$ cat src/rtl/tsfrs_pkg.sv
// ----------------------------------------------------------------------------
// TDMA slot frame ring scheduler - shared package
// Word types, operation and group codes, and the command word that passes
// from the front end to the back end through the command queue.
// ----------------------------------------------------------------------------
package tsfrs_pkg;

   // Default number of frame descriptors held in the ring
   localparam int DEFAULT_RING_DEPTH = 4;

   // Depth of the command queue between front and back end
   localparam int CMD_Q_DEPTH = 2;

   // Request operation codes
   localparam logic [1:0] OP_PUSH  = 2'd0;
   localparam logic [1:0] OP_JOIN  = 2'd1;
   localparam logic [1:0] OP_LEAVE = 2'd2;
   localparam logic [1:0] OP_TICK  = 2'd3;

   // Group state codes
   localparam logic [1:0] GS_NONE   = 2'd0;
   localparam logic [1:0] GS_CLAIM  = 2'd1;
   localparam logic [1:0] GS_JOINED = 2'd2;

   // Request word
   typedef struct packed {
      logic [1:0] op;
      logic [7:0] frame_id;
      logic       vad;
      logic [1:0] group_state;
      logic [2:0] own_slot;
      logic       coord_role;
   } req_word_type;

   // Response word, one per slot tick taken inside the group
   typedef struct packed {
      logic        send;
      logic        beacon_flag;
      logic        join_flag;
      logic        leave_flag;
      logic        vad_flag;
      logic        cur_valid;
      logic [7:0]  cur_frame;
      logic        prev_valid;
      logic [7:0]  prev_frame;
      logic [15:0] seq;
      logic [15:0] superframe;
   } rsp_word_type;

   // Classified command kinds
   typedef enum logic [2:0] {
      CMD_PUSH     = 3'd0,
      CMD_JOIN     = 3'd1,
      CMD_LEAVE    = 3'd2,
      CMD_TICK_IN  = 3'd3,
      CMD_TICK_OUT = 3'd4
   } cmd_kind_type;

   // Command word carried through the queue
   typedef struct packed {
      cmd_kind_type kind;
      logic [7:0]   frame_id;
      logic         vad;
      logic         joined;
      logic         beacon_slot;
   } cmd_word_type;

   // Ring entry
   typedef struct packed {
      logic [7:0] frame_id;
      logic       vad;
   } ring_entry_type;

endpackage

$ cat src/rtl/tdma_slot_frame_ring_scheduler.sv
// ----------------------------------------------------------------------------
// TDMA slot frame ring scheduler - top level
// Push, join and leave words are taken one per cycle while the command queue is
// not full; a slot tick inside the group yields one response word, which passes
// through the command queue, the registered ring read and the response register.
// A slot tick inside the group waits in the tick state for the registered ring
// read and a free response register; every other word is carried out in idle.
// Synchronous active-high reset clears pointers, counters, flags and queues;
// the ring contents are not cleared and are read only after being written.
// ----------------------------------------------------------------------------
module tdma_slot_frame_ring_scheduler #(
   parameter int RING_DEPTH = tsfrs_pkg::DEFAULT_RING_DEPTH
) (
   input  logic                   clock,
   input  logic                   reset,
   input  logic                   req_push,
   output logic                   req_full,
   input  tsfrs_pkg::req_word_type req_word,
   output logic                   rsp_empty,
   input  logic                   rsp_pop,
   output tsfrs_pkg::rsp_word_type rsp_word
);
   import tsfrs_pkg::*;

   logic         q_wr;
   logic         q_full;
   logic         q_empty;
   logic         q_rd;
   cmd_word_type q_wr_word;
   cmd_word_type q_rd_word;

   // Classifier
   tsfrs_front u_front (
      .req_push (req_push),
      .req_full (req_full),
      .req_word (req_word),
      .q_wr     (q_wr),
      .q_word   (q_wr_word),
      .q_full   (q_full)
   );

   // Command queue
   tsfrs_cmd_fifo u_cmd_fifo (
      .clock   (clock),
      .reset   (reset),
      .wr_en   (q_wr),
      .wr_word (q_wr_word),
      .full    (q_full),
      .rd_en   (q_rd),
      .rd_word (q_rd_word),
      .empty   (q_empty)
   );

   // Ring and slot engine
   tsfrs_back #(
      .RING_DEPTH (RING_DEPTH)
   ) u_back (
      .clock     (clock),
      .reset     (reset),
      .cmd_valid (!q_empty),
      .cmd_word  (q_rd_word),
      .cmd_pop   (q_rd),
      .rsp_empty (rsp_empty),
      .rsp_pop   (rsp_pop),
      .rsp_word  (rsp_word)
   );

endmodule

$ cat src/rtl/tsfrs_front.sv
// ----------------------------------------------------------------------------
// TDMA slot frame ring scheduler - front end
// Takes request words, classifies them into commands and writes them into
// the command queue. Leave requests outside the joined state are dropped.
// ----------------------------------------------------------------------------
module tsfrs_front (
   input  logic                   req_push,
   output logic                   req_full,
   input  tsfrs_pkg::req_word_type req_word,
   output logic                   q_wr,
   output tsfrs_pkg::cmd_word_type q_word,
   input  logic                   q_full
);
   import tsfrs_pkg::*;

   logic in_group;
   logic keep;

   // Group membership for ticks: claiming or joined
   assign in_group = (req_word.group_state == GS_CLAIM) ||
                     (req_word.group_state == GS_JOINED);

   // Classify the request word
   always_comb begin
      q_word.frame_id    = req_word.frame_id;
      q_word.vad         = req_word.vad;
      q_word.joined      = (req_word.group_state == GS_JOINED);
      q_word.beacon_slot = (req_word.own_slot == 3'd0) && req_word.coord_role;
      keep               = 1'b1;
      unique case (req_word.op)
         OP_PUSH:  q_word.kind = CMD_PUSH;
         OP_JOIN:  q_word.kind = CMD_JOIN;
         OP_LEAVE: begin
            q_word.kind = CMD_LEAVE;
            keep        = (req_word.group_state == GS_JOINED);
         end
         OP_TICK:  q_word.kind = in_group ? CMD_TICK_IN : CMD_TICK_OUT;
         default:  q_word.kind = CMD_TICK_OUT;
      endcase
   end

   // Accepted words that matter go into the queue
   assign req_full = q_full;
   assign q_wr     = req_push && !q_full && keep;

endmodule

$ cat src/rtl/tsfrs_cmd_fifo.sv
// ----------------------------------------------------------------------------
// TDMA slot frame ring scheduler - command queue
// Short queue of classified command words between front and back end.
// ----------------------------------------------------------------------------
module tsfrs_cmd_fifo (
   input  logic                   clock,
   input  logic                   reset,
   input  logic                   wr_en,
   input  tsfrs_pkg::cmd_word_type wr_word,
   output logic                   full,
   input  logic                   rd_en,
   output tsfrs_pkg::cmd_word_type rd_word,
   output logic                   empty
);
   import tsfrs_pkg::*;

   localparam int PTR_W = $clog2(CMD_Q_DEPTH);
   localparam int CNT_W = $clog2(CMD_Q_DEPTH + 1);

   cmd_word_type     entry_ff [CMD_Q_DEPTH];
   logic [PTR_W-1:0] wr_ptr_ff, wr_ptr_in;
   logic [PTR_W-1:0] rd_ptr_ff, rd_ptr_in;
   logic [CNT_W-1:0] count_ff, count_in;

   function automatic logic [PTR_W-1:0] ptr_inc(input logic [PTR_W-1:0] p);
      if (p == PTR_W'(CMD_Q_DEPTH - 1)) begin
         return '0;
      end
      return p + PTR_W'(1);
   endfunction

   assign full    = (count_ff == CNT_W'(CMD_Q_DEPTH));
   assign empty   = (count_ff == '0);
   assign rd_word = entry_ff[rd_ptr_ff];

   // Pointer and count update
   always_comb begin
      wr_ptr_in = wr_en ? ptr_inc(wr_ptr_ff) : wr_ptr_ff;
      rd_ptr_in = rd_en ? ptr_inc(rd_ptr_ff) : rd_ptr_ff;
      count_in  = count_ff;
      if (wr_en && !rd_en) begin
         count_in = count_ff + CNT_W'(1);
      end else if (!wr_en && rd_en) begin
         count_in = count_ff - CNT_W'(1);
      end
   end

   always_ff @(posedge clock) begin
      if (reset) begin
         wr_ptr_ff <= '0;
         rd_ptr_ff <= '0;
         count_ff  <= '0;
      end else begin
         wr_ptr_ff <= wr_ptr_in;
         rd_ptr_ff <= rd_ptr_in;
         count_ff  <= count_in;
      end
   end

   // Storage, no reset needed
   always_ff @(posedge clock) begin
      if (wr_en) begin
         entry_ff[wr_ptr_ff] <= wr_word;
      end
   end

`ifndef SYNTHESIS
   a_count_range: assert property (@(posedge clock) disable iff (reset)
      count_ff <= CNT_W'(CMD_Q_DEPTH))
      else $error("command queue count out of range");
   a_no_overflow: assert property (@(posedge clock) disable iff (reset)
      wr_en |-> !full)
      else $error("command queue written while full");
   a_no_underflow: assert property (@(posedge clock) disable iff (reset)
      rd_en |-> !empty)
      else $error("command queue read while empty");
`endif

endmodule

$ cat src/rtl/tsfrs_back.sv
// ----------------------------------------------------------------------------
// TDMA slot frame ring scheduler - back end
// Holds the descriptor ring, sequence and superframe counters and the
// pending flags. Carries out commands and builds the slot response word.
// ----------------------------------------------------------------------------
module tsfrs_back #(
   parameter int RING_DEPTH = tsfrs_pkg::DEFAULT_RING_DEPTH
) (
   input  logic                   clock,
   input  logic                   reset,
   input  logic                   cmd_valid,
   input  tsfrs_pkg::cmd_word_type cmd_word,
   output logic                   cmd_pop,
   output logic                   rsp_empty,
   input  logic                   rsp_pop,
   output tsfrs_pkg::rsp_word_type rsp_word
);
   import tsfrs_pkg::*;

   localparam int PTR_W = $clog2(RING_DEPTH);
   localparam int CNT_W = $clog2(RING_DEPTH + 1);

   typedef enum logic [1:0] {
      ST_IDLE = 2'b01,
      ST_TICK = 2'b10
   } state_type;

   state_type        state_ff, state_in;
   logic [PTR_W-1:0] wr_ptr_ff, wr_ptr_in;
   logic [PTR_W-1:0] rd_ptr_ff, rd_ptr_in;
   logic [CNT_W-1:0] fill_ff, fill_in;
   logic [15:0]      next_seq_ff, next_seq_in;
   logic [15:0]      frame_cnt_ff, frame_cnt_in;
   logic             join_ff, join_in;
   logic             leave_ff, leave_in;
   logic             rsp_valid_ff, rsp_valid_in;
   rsp_word_type     rsp_word_ff, rsp_word_in;
   logic             tick_joined_ff, tick_joined_in;
   logic             tick_bslot_ff, tick_bslot_in;

   ring_entry_type   ring_mem [RING_DEPTH];
   ring_entry_type   rd_old_ff;
   ring_entry_type   rd_new_ff;
   logic             ring_we;

   logic             beacon;
   logic             have_one;
   logic             take_two;
   logic             issue;
   rsp_word_type     tick_word;

   function automatic logic [PTR_W-1:0] ptr_inc(input logic [PTR_W-1:0] p);
      if (p == PTR_W'(RING_DEPTH - 1)) begin
         return '0;
      end
      return p + PTR_W'(1);
   endfunction

   // Slot word built from the registered ring reads
   always_comb begin
      beacon   = tick_bslot_ff && !frame_cnt_ff[0];
      have_one = (fill_ff != '0);
      take_two = !beacon && (fill_ff >= CNT_W'(2));

      tick_word.beacon_flag = beacon;
      tick_word.join_flag   = join_ff;
      tick_word.leave_flag  = leave_ff;
      tick_word.superframe  = frame_cnt_ff;
      tick_word.cur_valid   = have_one;
      tick_word.prev_valid  = have_one && take_two;
      tick_word.vad_flag    = 1'b0;
      tick_word.cur_frame   = '0;
      tick_word.prev_frame  = '0;
      tick_word.seq         = next_seq_ff;
      if (have_one && take_two) begin
         tick_word.vad_flag   = rd_old_ff.vad || rd_new_ff.vad;
         tick_word.cur_frame  = rd_new_ff.frame_id;
         tick_word.prev_frame = rd_old_ff.frame_id;
         tick_word.seq        = next_seq_ff + 16'd1;
      end else if (have_one) begin
         tick_word.vad_flag  = rd_old_ff.vad;
         tick_word.cur_frame = rd_old_ff.frame_id;
      end
      tick_word.send = have_one || beacon || join_ff || leave_ff || tick_joined_ff;
   end

   // Command sequencer
   always_comb begin
      state_in       = state_ff;
      wr_ptr_in      = wr_ptr_ff;
      rd_ptr_in      = rd_ptr_ff;
      fill_in        = fill_ff;
      next_seq_in    = next_seq_ff;
      frame_cnt_in   = frame_cnt_ff;
      join_in        = join_ff;
      leave_in       = leave_ff;
      tick_joined_in = tick_joined_ff;
      tick_bslot_in  = tick_bslot_ff;
      rsp_word_in    = rsp_word_ff;
      cmd_pop        = 1'b0;
      ring_we        = 1'b0;
      issue          = 1'b0;

      unique case (state_ff)
         ST_IDLE: begin
            if (cmd_valid) begin
               cmd_pop = 1'b1;
               unique case (cmd_word.kind)
                  CMD_PUSH: begin
                     ring_we   = 1'b1;
                     wr_ptr_in = ptr_inc(wr_ptr_ff);
                     if (fill_ff == CNT_W'(RING_DEPTH)) begin
                        // full: the oldest entry is overwritten
                        rd_ptr_in = ptr_inc(rd_ptr_ff);
                     end else begin
                        fill_in = fill_ff + CNT_W'(1);
                     end
                  end
                  CMD_JOIN:  join_in = 1'b1;
                  CMD_LEAVE: leave_in = 1'b1;
                  CMD_TICK_IN: begin
                     // ring read is registered: finish in the tick state
                     state_in       = ST_TICK;
                     tick_joined_in = cmd_word.joined;
                     tick_bslot_in  = cmd_word.beacon_slot;
                  end
                  CMD_TICK_OUT: frame_cnt_in = frame_cnt_ff + 16'd1;
                  default: ;
               endcase
            end
         end
         ST_TICK: begin
            if (!rsp_valid_ff || rsp_pop) begin
               issue        = 1'b1;
               rsp_word_in  = tick_word;
               state_in     = ST_IDLE;
               join_in      = 1'b0;
               leave_in     = 1'b0;
               frame_cnt_in = frame_cnt_ff + 16'd1;
               if (have_one && take_two) begin
                  rd_ptr_in   = ptr_inc(ptr_inc(rd_ptr_ff));
                  fill_in     = fill_ff - CNT_W'(2);
                  next_seq_in = next_seq_ff + 16'd2;
               end else if (have_one) begin
                  rd_ptr_in   = ptr_inc(rd_ptr_ff);
                  fill_in     = fill_ff - CNT_W'(1);
                  next_seq_in = next_seq_ff + 16'd1;
               end else begin
                  next_seq_in = next_seq_ff + 16'd1;
               end
            end
         end
         default: state_in = ST_IDLE;
      endcase
   end

   // Response holding register
   assign rsp_valid_in = issue || (rsp_valid_ff && !rsp_pop);
   assign rsp_empty    = !rsp_valid_ff;
   assign rsp_word     = rsp_word_ff;

   // Control state
   always_ff @(posedge clock) begin
      if (reset) begin
         state_ff     <= ST_IDLE;
         wr_ptr_ff    <= '0;
         rd_ptr_ff    <= '0;
         fill_ff      <= '0;
         next_seq_ff  <= '0;
         frame_cnt_ff <= '0;
         join_ff      <= 1'b0;
         leave_ff     <= 1'b0;
         rsp_valid_ff <= 1'b0;
      end else begin
         state_ff     <= state_in;
         wr_ptr_ff    <= wr_ptr_in;
         rd_ptr_ff    <= rd_ptr_in;
         fill_ff      <= fill_in;
         next_seq_ff  <= next_seq_in;
         frame_cnt_ff <= frame_cnt_in;
         join_ff      <= join_in;
         leave_ff     <= leave_in;
         rsp_valid_ff <= rsp_valid_in;
      end
   end

   // Payload registers
   always_ff @(posedge clock) begin
      rsp_word_ff    <= rsp_word_in;
      tick_joined_ff <= tick_joined_in;
      tick_bslot_ff  <= tick_bslot_in;
   end

   // Descriptor ring: one write port, two registered read ports
   always_ff @(posedge clock) begin
      if (ring_we) begin
         ring_mem[wr_ptr_ff] <= '{frame_id: cmd_word.frame_id, vad: cmd_word.vad};
      end
      rd_old_ff <= ring_mem[rd_ptr_ff];
      rd_new_ff <= ring_mem[ptr_inc(rd_ptr_ff)];
   end

`ifndef SYNTHESIS
   a_fill_range: assert property (@(posedge clock) disable iff (reset)
      fill_ff <= CNT_W'(RING_DEPTH))
      else $error("ring fill count out of range");
   a_ptr_range: assert property (@(posedge clock) disable iff (reset)
      (wr_ptr_ff <= PTR_W'(RING_DEPTH - 1)) && (rd_ptr_ff <= PTR_W'(RING_DEPTH - 1)))
      else $error("ring pointer out of range");
   a_seq_moves: assert property (@(posedge clock) disable iff (reset)
      issue |=> (next_seq_ff != $past(next_seq_ff)))
      else $error("sequence number not advanced after slot word");
   a_beacon_prev: assert property (@(posedge clock) disable iff (reset)
      issue |-> !(tick_word.beacon_flag && tick_word.prev_valid))
      else $error("previous frame area used on a beacon slot");
   a_no_cmd_in_tick: assert property (@(posedge clock) disable iff (reset)
      (state_ff == ST_TICK) |-> !cmd_pop)
      else $error("command taken while a slot word is pending");
`endif

endmodule
$ cat config.mk
export PLATFORM = sky130hd
export DESIGN_NAME = tdma_slot_frame_ring_scheduler
export DESIGN_NICKNAME = d
export VERILOG_FILES = /design/src/rtl/tsfrs_pkg.sv /design/src/rtl/tdma_slot_frame_ring_scheduler.sv /design/src/rtl/tsfrs_front.sv /design/src/rtl/tsfrs_cmd_fifo.sv /design/src/rtl/tsfrs_back.sv
export SDC_FILE = /design/constraint.sdc
export NUM_CORES = 1
export LEC_CHECK = 0
export BUFFER_PORTS_ARGS = -buffer_cell sky130_fd_sc_hd__buf_2
export CAP_MARGIN = 20
export CORE_AREA = 4 4 140 142
export CTS_CLUSTER_SIZE = 16
export DETAILED_ROUTE_END_ITERATION = 10
export DIE_AREA = 0 0 144 146
export PLACE_DENSITY = 0.7
export SYNTH_ARGS = -nofsm -noshare
export SYNTH_HDL_FRONTEND = slang
export SYNTH_SLANG_ARGS = --single-unit
$ cat constraint.sdc
create_clock -name clock -period 3.1 [get_ports clock]
set_input_delay 0.31 -clock clock [delete_from_list [all_inputs] [get_ports clock]]
set_output_delay 0.31 -clock clock [all_outputs]
set_load 0.01 [all_outputs]
==> run_results.csv, run 1 <==
group,metric,value,unit
grt,track_usage,14.4,%
grt,grt_pass1_wl,24200,um
critical_path,worstSetupPathType,"flip-flop to flip-flop",
floorplanning,core-area,18500,um^2
power_and_ir_drop,netSwitchingPower,1.47,mW
timing,slew-limit-headroom,31.3,%
power_and_ir_drop,finalPower,5.63,mW
logic_synthesis,yosysSeqAreaShare,64.2,%
timing,fin_tns_setup,0,ns
route,drt-initial-drc-count,282,
placement,gp_congestion,0.809,
logic_synthesis,synthMostInstantiatedCell,"edfxtp_1",
logic_synthesis,syn_nets,615,
logic_synthesis,synth.area.top_cells,"edfxtp_1, dfxtp_1, mux4_2, nor2_1, ha_1",
power_and_ir_drop,irDropWorstVdd,404,uV
logic_synthesis,synthTopCellsByCount,"edfxtp_1, dfxtp_1, nor2_1, a21oi_1, nand3_1",
clock_tree,cts_buffers,17,
grt,overflow,0,
timing,rsz0062_at_grt,"false",
logic_synthesis,synth_seq_cells,188,
power_and_ir_drop,p_leak,3.14,nW
critical_path,end_kind,"flip-flop",
placement,io_buffer_count,77,
clock_tree,cts_hold_buf,0,
logic_synthesis,synth-simple-area-share,12.0,%
floorplanning,row_count,50,
logic_synthesis,synth_top_family_by_area,"simple AND/OR/NAND/NOR gates",
timing,period_share,81.7,%
clock_tree,ctsResizeCount,0,
timing,max_slew.worst_pin.slew,1.02,ns
clock_tree,postCtsSetupBuffers,0,
logic_synthesis,yosysWarnings,0,
finish,n_fill_cell,1567,
logic_synthesis,synthCells,578,
grt,antenna_found_initial,0,
logic_synthesis,yosysTopAreaCell,"edfxtp_1",
min_path,hold_path_depth,1,
logic_synthesis,synth.avg_cell_area,13.4,um^2
grt,grt_max_degree,31,
floorplanning,fp.dieH,146,um
critical_path,cp.required,3.46,ns
floorplanning,die_w,144,um
min_path,hold_path_class,"input pin to flip-flop",
route,route.detailed.drc,0,
clock_tree,ctsLongestPathBuffers,2,
route,wl,14600,um
route,dr_total_vias,4776,
logic_synthesis,synth_compound_area_share,6.67,%
clock_tree,cts_tree,"built",
finish,nets,700,
floorplanning,start_util,42.0,%
timing,period_needed,2.53,ns
clock_tree,htree_levels,4,
finish,drive_above_1_share,23.7,%
critical_path,crit_path_start_kind,"flip-flop",
critical_path,rr_worst_depth,10,
power_and_ir_drop,switching_share,26.0,%
finish,diodes,0,
critical_path,crit_arrival,2.89,ns
grt,grt_pass1_vias,4782,
timing,fmax,395,MHz
route,postRouteAntennaNets,0,
placement,dp_hpwl,10600,um
floorplanning,die_area,21000,um^2
power_and_ir_drop,seq_power_share,52.0,%
power_and_ir_drop,combPwrFrac,11.4,%
logic_synthesis,synth_mux_area_share,8.33,%
power_and_ir_drop,cellPowerDensity,626,nW/um^2
critical_path,critPathMaxFanout,12,
route,wl_per_cell,16.0,um
clock_tree,clkLatencyLatePin,0.44,ns
logic_synthesis,synth.distinct_cells,55,
timing,finalHoldViolations,0,
floorplanning,io_pins,78,
status,outcome,"finished clean",
finish,area_growth,16.0,%
logic_synthesis,yosys.area.top_type_share,46.9,%
logic_synthesis,ys_async_sr_fraction,0,%
logic_synthesis,synth_ff_type,"edfxtp_1",
timing,setup_viol,0,
clock_tree,clk_pin_slew_worst_paths,0.07,ns
route,post_drt_via_cell_ratio,5.25,
clock_tree,cts_sinks,188,
route,firstDrtPassIters,5,
logic_synthesis,synth-xor-area-share,4.07,%
timing,slew_viol_final,0,
power_and_ir_drop,p_int,4.16,mW
run,max_cap_violations,0,
clock_tree,root_buffer,"clkbuf_16",
power_and_ir_drop,clockPowerShare,36.6,%
logic_synthesis,synth_edf_count,121,
timing,fin_skew,0.0163,ns
logic_synthesis,syn_area,7750,um^2
logic_synthesis,synthAdderAreaFrac,2.58,%
[layout by cell type (no fill, tap or decap), types with 4 or more instances in the layout]
cell type and instances:
ha_1 16, buf_4 11, xor2_1 19, inv_1 16, o31ai_1 6, dfxtp_1 67, or3_1 10, mux4_2 18
and3_1 5, and4_1 6, and2_1 16, nor3_1 11, mux2_2 12, inv_8 4, o21ai_0 17, nand2b_1 5
buf_2 77, nor2b_1 8, nand4_1 9, xnor2_1 17, a21oi_1 25, inv_6 5, clkbuf_16 17, mux2i_1 9
nand2_1 19, or4_1 4, a211oi_1 4, edfxtp_1 121, nand3_1 23, nor2_1 54, nor4_1 5
[through the flow]
stage	hold slack (ns)	instance area, um^2	setup slack [ns]	cells	util, %
final	0.0674	8990	0.568	910	48.7
after CTS	0.0484	8990	0.587	910	48.7
after global placement	0.451	8420	0.724	878	45.6
after floorplan	0.409	7750	0.760	578	-
after detailed placement	0.457	8420	0.609	878	45.6
after global routing	0.0451	8990	0.407	910	48.7
[critical path, cell delays in order, from the launching register on]
cell and delay, ns:
dfxtp_1 0.42, inv_1 0.11, ha_1 0.23, nor2b_1 0.14, buf_4 0.19, inv_2 0.14
o211ai_4 0.16, inv_2 0.15, mux2_4 0.36, or4_1 0.41, a21oi_1 0.16
[flip-flops by register name (all words and copies together), names as in the netlist, named ones only]
name,count
u_back.fill_ff,3
u_cmd_fifo.wr_ptr_ff,1
u_back.rd_ptr_ff,2
u_back.wr_ptr_ff,2
u_back.state_ff,2
u_back.rd_new_ff,9
u_back.frame_cnt_ff,16
u_cmd_fifo.count_ff,2
u_back.rsp_valid_ff,1
u_cmd_fifo.entry_ff,28
u_back.tick_joined_ff,1
u_back.ring_mem,36
u_back.rd_old_ff,9
u_back.rsp_word,55
u_back.tick_bslot_ff,1
u_back.leave_ff,1
u_cmd_fifo.rd_ptr_ff,1
u_back.next_seq_ff,16
u_back.join_ff,1
[power groups by stage]
stage | clock (mW) | sequential (mW) | combinational [mW]
finish | 2.06 | 2.93 | 0.640
global route | 2.22 | 2.94 | 0.715
CTS | 2.10 | 2.93 | 0.644
detailed placement | 0 | 2.98 | 0.638
global placement | 0 | 2.97 | 0.620
floorplan | 0 | 2.95 | 0.476
[cell type report]
type	count	area, um^2	share of cell area [%]
Sequential cell	188	4970	55.3
Multi-Input combinational cell	349	2610	29.0
Timing Repair Buffer	88	468	5.21
Clock buffer	17	425	4.73
Tap cell	234	293	3.26
Clock inverter	15	146	1.63
Inverter	19	71.3	0.793
[per-layer routing]
metal	GRT usage [%]	vias to the layer above	part of all wire, %
li1	-	2324	-
met1	18.9	2289	45
met2	23.4	147	49
met3	3.68	16	4.7
met4	4.66	0	1.4
met5	0	-	0
[path summary, 6_finish.rpt]
kind                                        startpoint                                   to  slack (ns)
setup / recovery        u_back.fill_ff[1]$_SDFFE_PP0P_  u_back.next_seq_ff[14]$_SDFFE_PP0P_        0.57
hold / removal                            req_word[10]  u_cmd_fifo.entry_ff[1][6]$_DFFE_PP_        0.07
setup reg to reg        u_back.fill_ff[1]$_SDFFE_PP0P_  u_back.next_seq_ff[14]$_SDFFE_PP0P_        0.57
hold reg to reg   u_back.frame_cnt_ff[15]$_SDFFE_PP0P_        u_back.rsp_word[15]$_DFFE_PP_        0.47
[cells by family after synthesis]
kind of cell | count (synthesis)
DFF | 188
and+or+nand+nor | 180
AOI/OAI and AO/OA | 77
buffers and inverters | 41
muxes | 40
xor gates and xnor gates | 36
adders and majority gates | 16
Power figures use the tool's default switching activity.
==> run 2: changes to the inputs <==
--- a/config.mk
+++ b/config.mk
@@ -5,13 +5,14 @@
 export SDC_FILE = /design/constraint.sdc
 export NUM_CORES = 1
 export LEC_CHECK = 0
+export ABC_AREA = 1
 export BUFFER_PORTS_ARGS = -buffer_cell sky130_fd_sc_hd__buf_2
 export CAP_MARGIN = 20
-export CORE_AREA = 4 4 140 142
+export CORE_AREA = 4 4 144 146
 export CTS_CLUSTER_SIZE = 16
 export DETAILED_ROUTE_END_ITERATION = 10
-export DIE_AREA = 0 0 144 146
-export PLACE_DENSITY = 0.7
+export DIE_AREA = 0 0 148 150
+export PLACE_DENSITY = 0.68
 export SYNTH_ARGS = -nofsm -noshare
 export SYNTH_HDL_FRONTEND = slang
 export SYNTH_SLANG_ARGS = --single-unit
==> constraint.sdc (replaced) <==
create_clock -name clock -period 2.4 [get_ports clock]
set_input_delay 0.24 -clock clock [delete_from_list [all_inputs] [get_ports clock]]
set_output_delay 0.24 -clock clock [all_outputs]
set_load 0.01 [all_outputs]
==> run_results.csv, run 2 <==
group,metric,value,unit
status,outcome,"finished clean",
logic_synthesis,syn_area,8290,um^2
logic_synthesis,synth.avg_cell_area,9.33,um^2
critical_path,cp.required,2.77,ns
timing,finalHoldViolations,0,
clock_tree,cts_sinks,188,
critical_path,crit_end,"u_back.frame_cnt_ff[9]$_SDFFE_PP0P_",
timing,fmax,519,MHz
logic_synthesis,synth_ff_type,"edfxtp_1",
timing,slew-limit-headroom,55.2,%
logic_synthesis,synthMostInstantiatedCell,"nand2_1",
critical_path,reg2reg_slack,0.47,ns
grt,track_usage,15.8,%
grt,use_met3,3.42,%
route,dr_total_vias,6183,
timing,max_slew.worst_pin.slew,0.671,ns
logic_synthesis,ys_async_sr_fraction,0,%
critical_path,end_kind,"flip-flop",
timing,period_share,80.3,%
timing,rsz0062_at_grt,"false",
logic_synthesis,yosys.area.top_type_share,43.8,%
grt,met2_usage,25.6,%
logic_synthesis,syn_nets,926,
timing,fin_skew,0.00773,ns
floorplanning,io_pins,78,
finish,final_common_cell,"nand2_1",
floorplanning,start_util,42.7,%
logic_synthesis,yosysTopAreaCell,"edfxtp_1",
floorplanning,row_count,51,
timing,fin_tns_setup,0,ns
logic_synthesis,synth.distinct_cells,34,
critical_path,crit_path_start_kind,"flip-flop",
route,wl_per_cell,13.3,um
grt,grtUsageMet1,21.0,%
critical_path,r2r_end,"u_back.frame_cnt_ff[9]$_SDFFE_PP0P_",
placement,dp_hpwl,12100,um
logic_synthesis,yosysWarnings,0,
timing,layout_setup_ws,0.473,ns
power_and_ir_drop,p_leak,3.86,nW
clock_tree,ctsResizeCount,0,
timing,period_needed,1.93,ns
route,firstDrtPassIters,5,
timing,slew_viol_final,0,
power_and_ir_drop,cellPowerDensity,842,nW/um^2
timing,whs,0.0890,ns
route,drt-initial-drc-count,469,
route,postRouteAntennaNets,0,
clock_tree,clkLatencyLatePin,0.43,ns
placement,gp_congestion,0.834,
critical_path,rr_worst_depth,8,
critical_path,critical_path.max_stage_delay,0.64,ns
clock_tree,cts_hold_buf,9,
clock_tree,postCtsSetupBuffers,0,
min_path,hold_path_class,"input pin to flip-flop",
logic_synthesis,synthTopCellsByCount,"nand2_1, nor2_1, edfxtp_1, inv_1",
finish,area_growth,16.7,%
grt,overflow,0,
timing,setup_viol,0,
clock_tree,ctsLongestPathBuffers,2,
critical_path,crit_arrival,2.29,ns
run,max_cap_violations,0,
finish,fin_util,49.9,%
logic_synthesis,synthCells,889,
logic_synthesis,synth.area.top_cells,"edfxtp_1, dfxtp_1, nand2_1, nor2_1, o21ai_0",
clock_tree,root_buffer,"clkbuf_16",
critical_path,worstSetupPathType,"flip-flop to flip-flop",
critical_path,critPathMaxFanout,16,
logic_synthesis,synth_edf_count,121,
route,route.detailed.drc,0,
placement,dp_slack,0.467,ns
floorplanning,die_w,148,um
clock_tree,cts_tree,"built",
floorplanning,core-area,19400,um^2
grt,antenna_found_initial,0,
clock_tree,htree_levels,4,
clock_tree,clk_pin_slew_worst_paths,0.07,ns
power_and_ir_drop,irDropWorstVdd,568,uV
clock_tree,cts_buffers,17,
critical_path,crit_path_top_delay_cell,"dfxtp_1",
logic_synthesis,yosysSeqAreaShare,60.0,%
finish,diodes,0,
grt,grt_pass1_vias,5792,
route,wl,16800,um
critical_path,cp_common_cell,"nand2_1",
floorplanning,die_area,22200,um^2
critical_path,crit_chain,"inv_2 > nand2_1 > nand2_2 > clkinv_1 > nand3_2 > a21oi_4 > nand2_1 > a21oi_1",
finish,drive_above_1_share,14.1,%
route,post_drt_via_cell_ratio,4.90,
logic_synthesis,synth_seq_cells,188,
grt,grt-busiest-layer,"met2",
grt,grt_max_degree,30,
grt,grt_pass1_wl,28300,um
finish,largest_reg_flops,55,
finish,layout_common_cells,"nand2_1, nor2_1, edfxtp_1",
floorplanning,fp.dieH,150,um
placement,io_buffer_count,77,
finish,nets,1022,
## run 2: cell count changes after synthesis, moves of 10 or more
| cell | delta |
|---|---|
| mux2_2 | -12 |
| nand3_1 | +35 |
| and2_1 | -16 |
| or3_1 | -10 |
| nor2_1 | +72 |
| o21ai_0 | +50 |
| nand2_1 | +181 |
| a21oi_1 | +11 |
| inv_1 | +65 |
| mux4_2 | -18 |
| o22ai_1 | +17 |
## run 2: how the worst min path moves through the flow
stage	start	endpoint	slack [ns]	cells past startpoint
2_1_floorplan	req_word[14]	u_cmd_fifo.entry_ff[0][10]$_DFFE_PP_	0.34	0
3_3_place_gp	req_word[12]	u_cmd_fifo.entry_ff[0][8]$_DFFE_PP_	0.43	1
3_5_place_dp	req_word[12]	u_cmd_fifo.entry_ff[1][8]$_DFFE_PP_	0.44	1
4_1_cts	req_word[1]	u_cmd_fifo.entry_ff[0][0]$_DFFE_PP_	0.07	2
5_1_grt	req_word[3]	u_cmd_fifo.entry_ff[0][0]$_DFFE_PP_	0.08	2
6_report	req_word[3]	u_cmd_fifo.entry_ff[0][0]$_DFFE_PP_	0.09	2
## run 2: cell families (layout without fill, tap and decap cells)
logic type / Yosys count / in the layout / synth area share [%]
simple gates: 414 / 414 / 20.7
compound gates: 136 / 136 / 9.07
flops: 188 / 188 / 60.0
xor+xnor: 23 / 23 / 2.43
buf+inv: 112 / 221 / 5.42
fa+ha+maj: 16 / 16 / 2.41
## run 2: per-layer routing
metal / vias to the layer above / wire length [um]
met5: - / 0
met4: 0 / 250
met3: 21 / 892
met2: 169 / 7870
met1: 2810 / 7820
li1: 3183 / -
## run 2: area by class of cell
cell class	instances	area, um^2
Clock buffer	17	425
Clock inverter	15	159
Fill cell	1800	9720
Inverter	87	327
Multi-Input combinational cell	589	2870
Sequential cell	188	4970
Tap cell	265	332
Timing Repair Buffer	102	596
## run 2: report_power, final
| part | switching (mW) | internal, mW |
|---|---|---|
| sequential | 0.151 | 3.80 |
| clock | 1.29 | 1.47 |
| combinational | 1.01 | 0.427 |
## run 2: worst max-delay path, delay by kind of cell, from the launching register on
family | cells | cell delay [ns]
DFF | 1 | 0.64
and+or+nand+nor | 4 | 0.41
AOI/OAI and AO/OA | 2 | 0.53
buffers and inverters | 2 | 0.27
## run 2: stage by stage
step | instances | power [mW] | area, um^2
global placement | 1222 | 5.42 | 9010
CTS | 1263 | 8.22 | 9680
floorplan | 889 | 5.09 | 8290
finish | 1263 | 8.15 | 9680
global route | 1263 | 8.62 | 9680
detailed placement | 1222 | 5.46 | 9010
==> run 3: changes to the inputs <==
--- a/config.mk
+++ b/config.mk
@@ -12,7 +12,7 @@
 export CTS_CLUSTER_SIZE = 16
 export DETAILED_ROUTE_END_ITERATION = 10
 export DIE_AREA = 0 0 148 150
-export PLACE_DENSITY = 0.68
+export PLACE_DENSITY = 0.7
 export SYNTH_ARGS = -nofsm -noshare
 export SYNTH_HDL_FRONTEND = slang
 export SYNTH_SLANG_ARGS = --single-unit
==> constraint.sdc (replaced) <==
create_clock -name clock -period 1.7 [get_ports clock]
set_input_delay 0.17 -clock clock [delete_from_list [all_inputs] [get_ports clock]]
set_output_delay 0.17 -clock clock [all_outputs]
set_load 0.01 [all_outputs]
==> run_results.csv, run 3 (synthesis results as in run 2) <==
group,metric,value,unit
status,outcome,"finished clean",
floorplanning,die_w,148,um
timing,slew_viol_final,0,
critical_path,cp_common_cell,"nand2_1",
critical_path,crit_path_top_delay_cell,"dfxtp_2",
critical_path,worstSetupPathType,"flip-flop to flip-flop",
timing,period_share,94.2,%
grt,grt_max_degree,31,
power_and_ir_drop,irDropWorstVdd,601,uV
finish,multi_input_area,2940,um^2
clock_tree,cts_sinks,188,
critical_path,crit_chain,"inv_1 > ha_1 > nand2_1 > nand3_4 > buf_6 > a21oi_4 > nand2_1 > nand2_1 > nand2_1 > nor2_1",
power_and_ir_drop,clockPowerShare,31.5,%
timing,slew-limit-headroom,63.0,%
clock_tree,cts_buffers,17,
finish,drive_above_1_share,18.3,%
route,drt-initial-drc-count,399,
placement,dp_slack,0.00279,ns
power_and_ir_drop,switching_share,28.8,%
finish,layout_common_cells,"nand2_1, edfxtp_1, nor2_1",
timing,finalHoldViolations,0,
finish,instances_no_fill,1292,
clock_tree,root_buffer,"clkbuf_16",
critical_path,critical_path.max_stage_delay,0.37,ns
timing,whs,0.0398,ns
power_and_ir_drop,p_int,8.33,mW
finish,final_common_cell,"nand2_1",
min_path,hold_path_class,"input pin to flip-flop",
floorplanning,core-area,19400,um^2
route,post_drt_via_cell_ratio,4.81,
power_and_ir_drop,seq_power_share,47.4,%
finish,regArea,4980,um^2
timing,rsz0062_at_grt,"true",
placement,place_area,9290,um^2
grt,track_usage,15.2,%
critical_path,end_kind,"flip-flop",
run,max_cap_violations,0,
route,wl_per_cell,12.6,um
critical_path,critPathMaxFanout,12,
floorplanning,row_count,51,
floorplanning,fp.dieH,150,um
critical_path,crit_arrival,1.96,ns
power_and_ir_drop,netSwitchingPower,3.36,mW
finish,n_fill_cell,1772,
power_and_ir_drop,p_leak,4.01,nW
grt,overflow,0,
timing,fmax,624,MHz
critical_path,rr_worst_depth,10,
power_and_ir_drop,combPwrFrac,21.1,%
floorplanning,io_pins,78,
finish,diodes,0,
clock_tree,clkLatencyLatePin,0.43,ns
critical_path,cp.required,2.06,ns
route,route.detailed.drc,0,
min_path,hold_path_depth,2,
placement,dp_hpwl,11800,um
finish,area_growth,20.9,%
clock_tree,htree_levels,4,
finish,largest_reg_flops,55,
clock_tree,cts_tree,"built",
finish,nets,1051,
floorplanning,die_area,22200,um^2
route,firstDrtPassIters,5,
critical_path,crit_path_start_kind,"flip-flop",
clock_tree,clk_pin_slew_worst_paths,0.07,ns
route,postRouteAntennaNets,0,
timing,fin_skew,0.00867,ns
timing,setup_viol,0,
timing,period_needed,1.60,ns
floorplanning,start_util,42.7,%
power_and_ir_drop,cellPowerDensity,1170,nW/um^2
grt,grt_pass1_wl,27300,um
timing,max_slew.worst_pin.slew,0.555,ns
timing,layout_setup_ws,0.0982,ns
grt,grt_pass1_vias,5665,
finish,final_cell_area,10000,um^2
route,dr_total_vias,6217,
grt,antenna_found_initial,0,
route,wl,16300,um
clock_tree,ctsLongestPathBuffers,2,
placement,dpl.cell_count,1250,
placement,io_buffer_count,77,
placement,gp_congestion,0.842,
[run 3: final timing paths]
| path | startpoint | end | slack (ns) |
|---|---|---|---|
| worst max-delay path | u_back.fill_ff[2]$_SDFFE_PP0P_ | u_back.next_seq_ff[5]$_SDFFE_PP0P_ | 0.1 |
| worst min-delay path | req_word[3] | u_cmd_fifo.entry_ff[0][0]$_DFFE_PP_ | 0.04 |
| worst max register to register | u_back.fill_ff[2]$_SDFFE_PP0P_ | u_back.next_seq_ff[5]$_SDFFE_PP0P_ | 0.1 |
| worst min register to register | u_cmd_fifo.rd_ptr_ff$_SDFFE_PP0P_ | flip-flop | 0.44 |
[run 3: per-stage QoR]
stage	setup TNS, ns	util [%]	power [mW]
after global routing	-0.191	51.7	12.4
after CTS	0	51.2	11.7
after detailed placement	0	47.9	7.97
after global placement	0	47.9	7.91
final	0	51.7	11.7
after floorplan	-1.91	-	7.21
[run 3: what timing repair did]
action	in CTS	in global routing
pin swaps	0	2
hold buffers	9	0
hold endpoints to repair	18	0
endpoints found under the setup margin	2	87
gates resized for setup	2	23
setup buffers	0	1
[run 3: critical path, delay by kind of cell, from the launching register on]
family | cells | cell delay, ns
and+or+nand+nor | 6 | 0.52
buffers and inverters | 2 | 0.28
adders and majority gates | 1 | 0.19
DFF | 1 | 0.37
AOI/OAI and AO/OA | 1 | 0.18
[run 3: layer usage]
layer	vias to the layer above	share of wire, %	global-route usage, %
met3	17	4.8	2.57
met5	-	0	0
met2	164	48	25.0
met1	2802	46	20.3
li1	3234	-	-
met4	0	1.6	5.73
[run 3: layout make-up]
cell class	count	share of cell area, %
Multi-Input combinational cell	589	29.3
Clock inverter	12	1.12
Inverter	87	3.31
Sequential cell	188	49.7
Tap cell	265	3.31
Clock buffer	20	4.35
Timing Repair Buffer	131	8.97
[run 3: power groups by stage]
stage               Combinational (mW)  Sequential [mW]  Clock [mW]
floorplan                         1.60             5.61           0
global placement                  2.28             5.63           0
detailed placement                2.33             5.64           0
CTS                               2.36             5.54        3.76
global route                      2.81             5.58        3.98
finish                            2.47             5.55        3.68
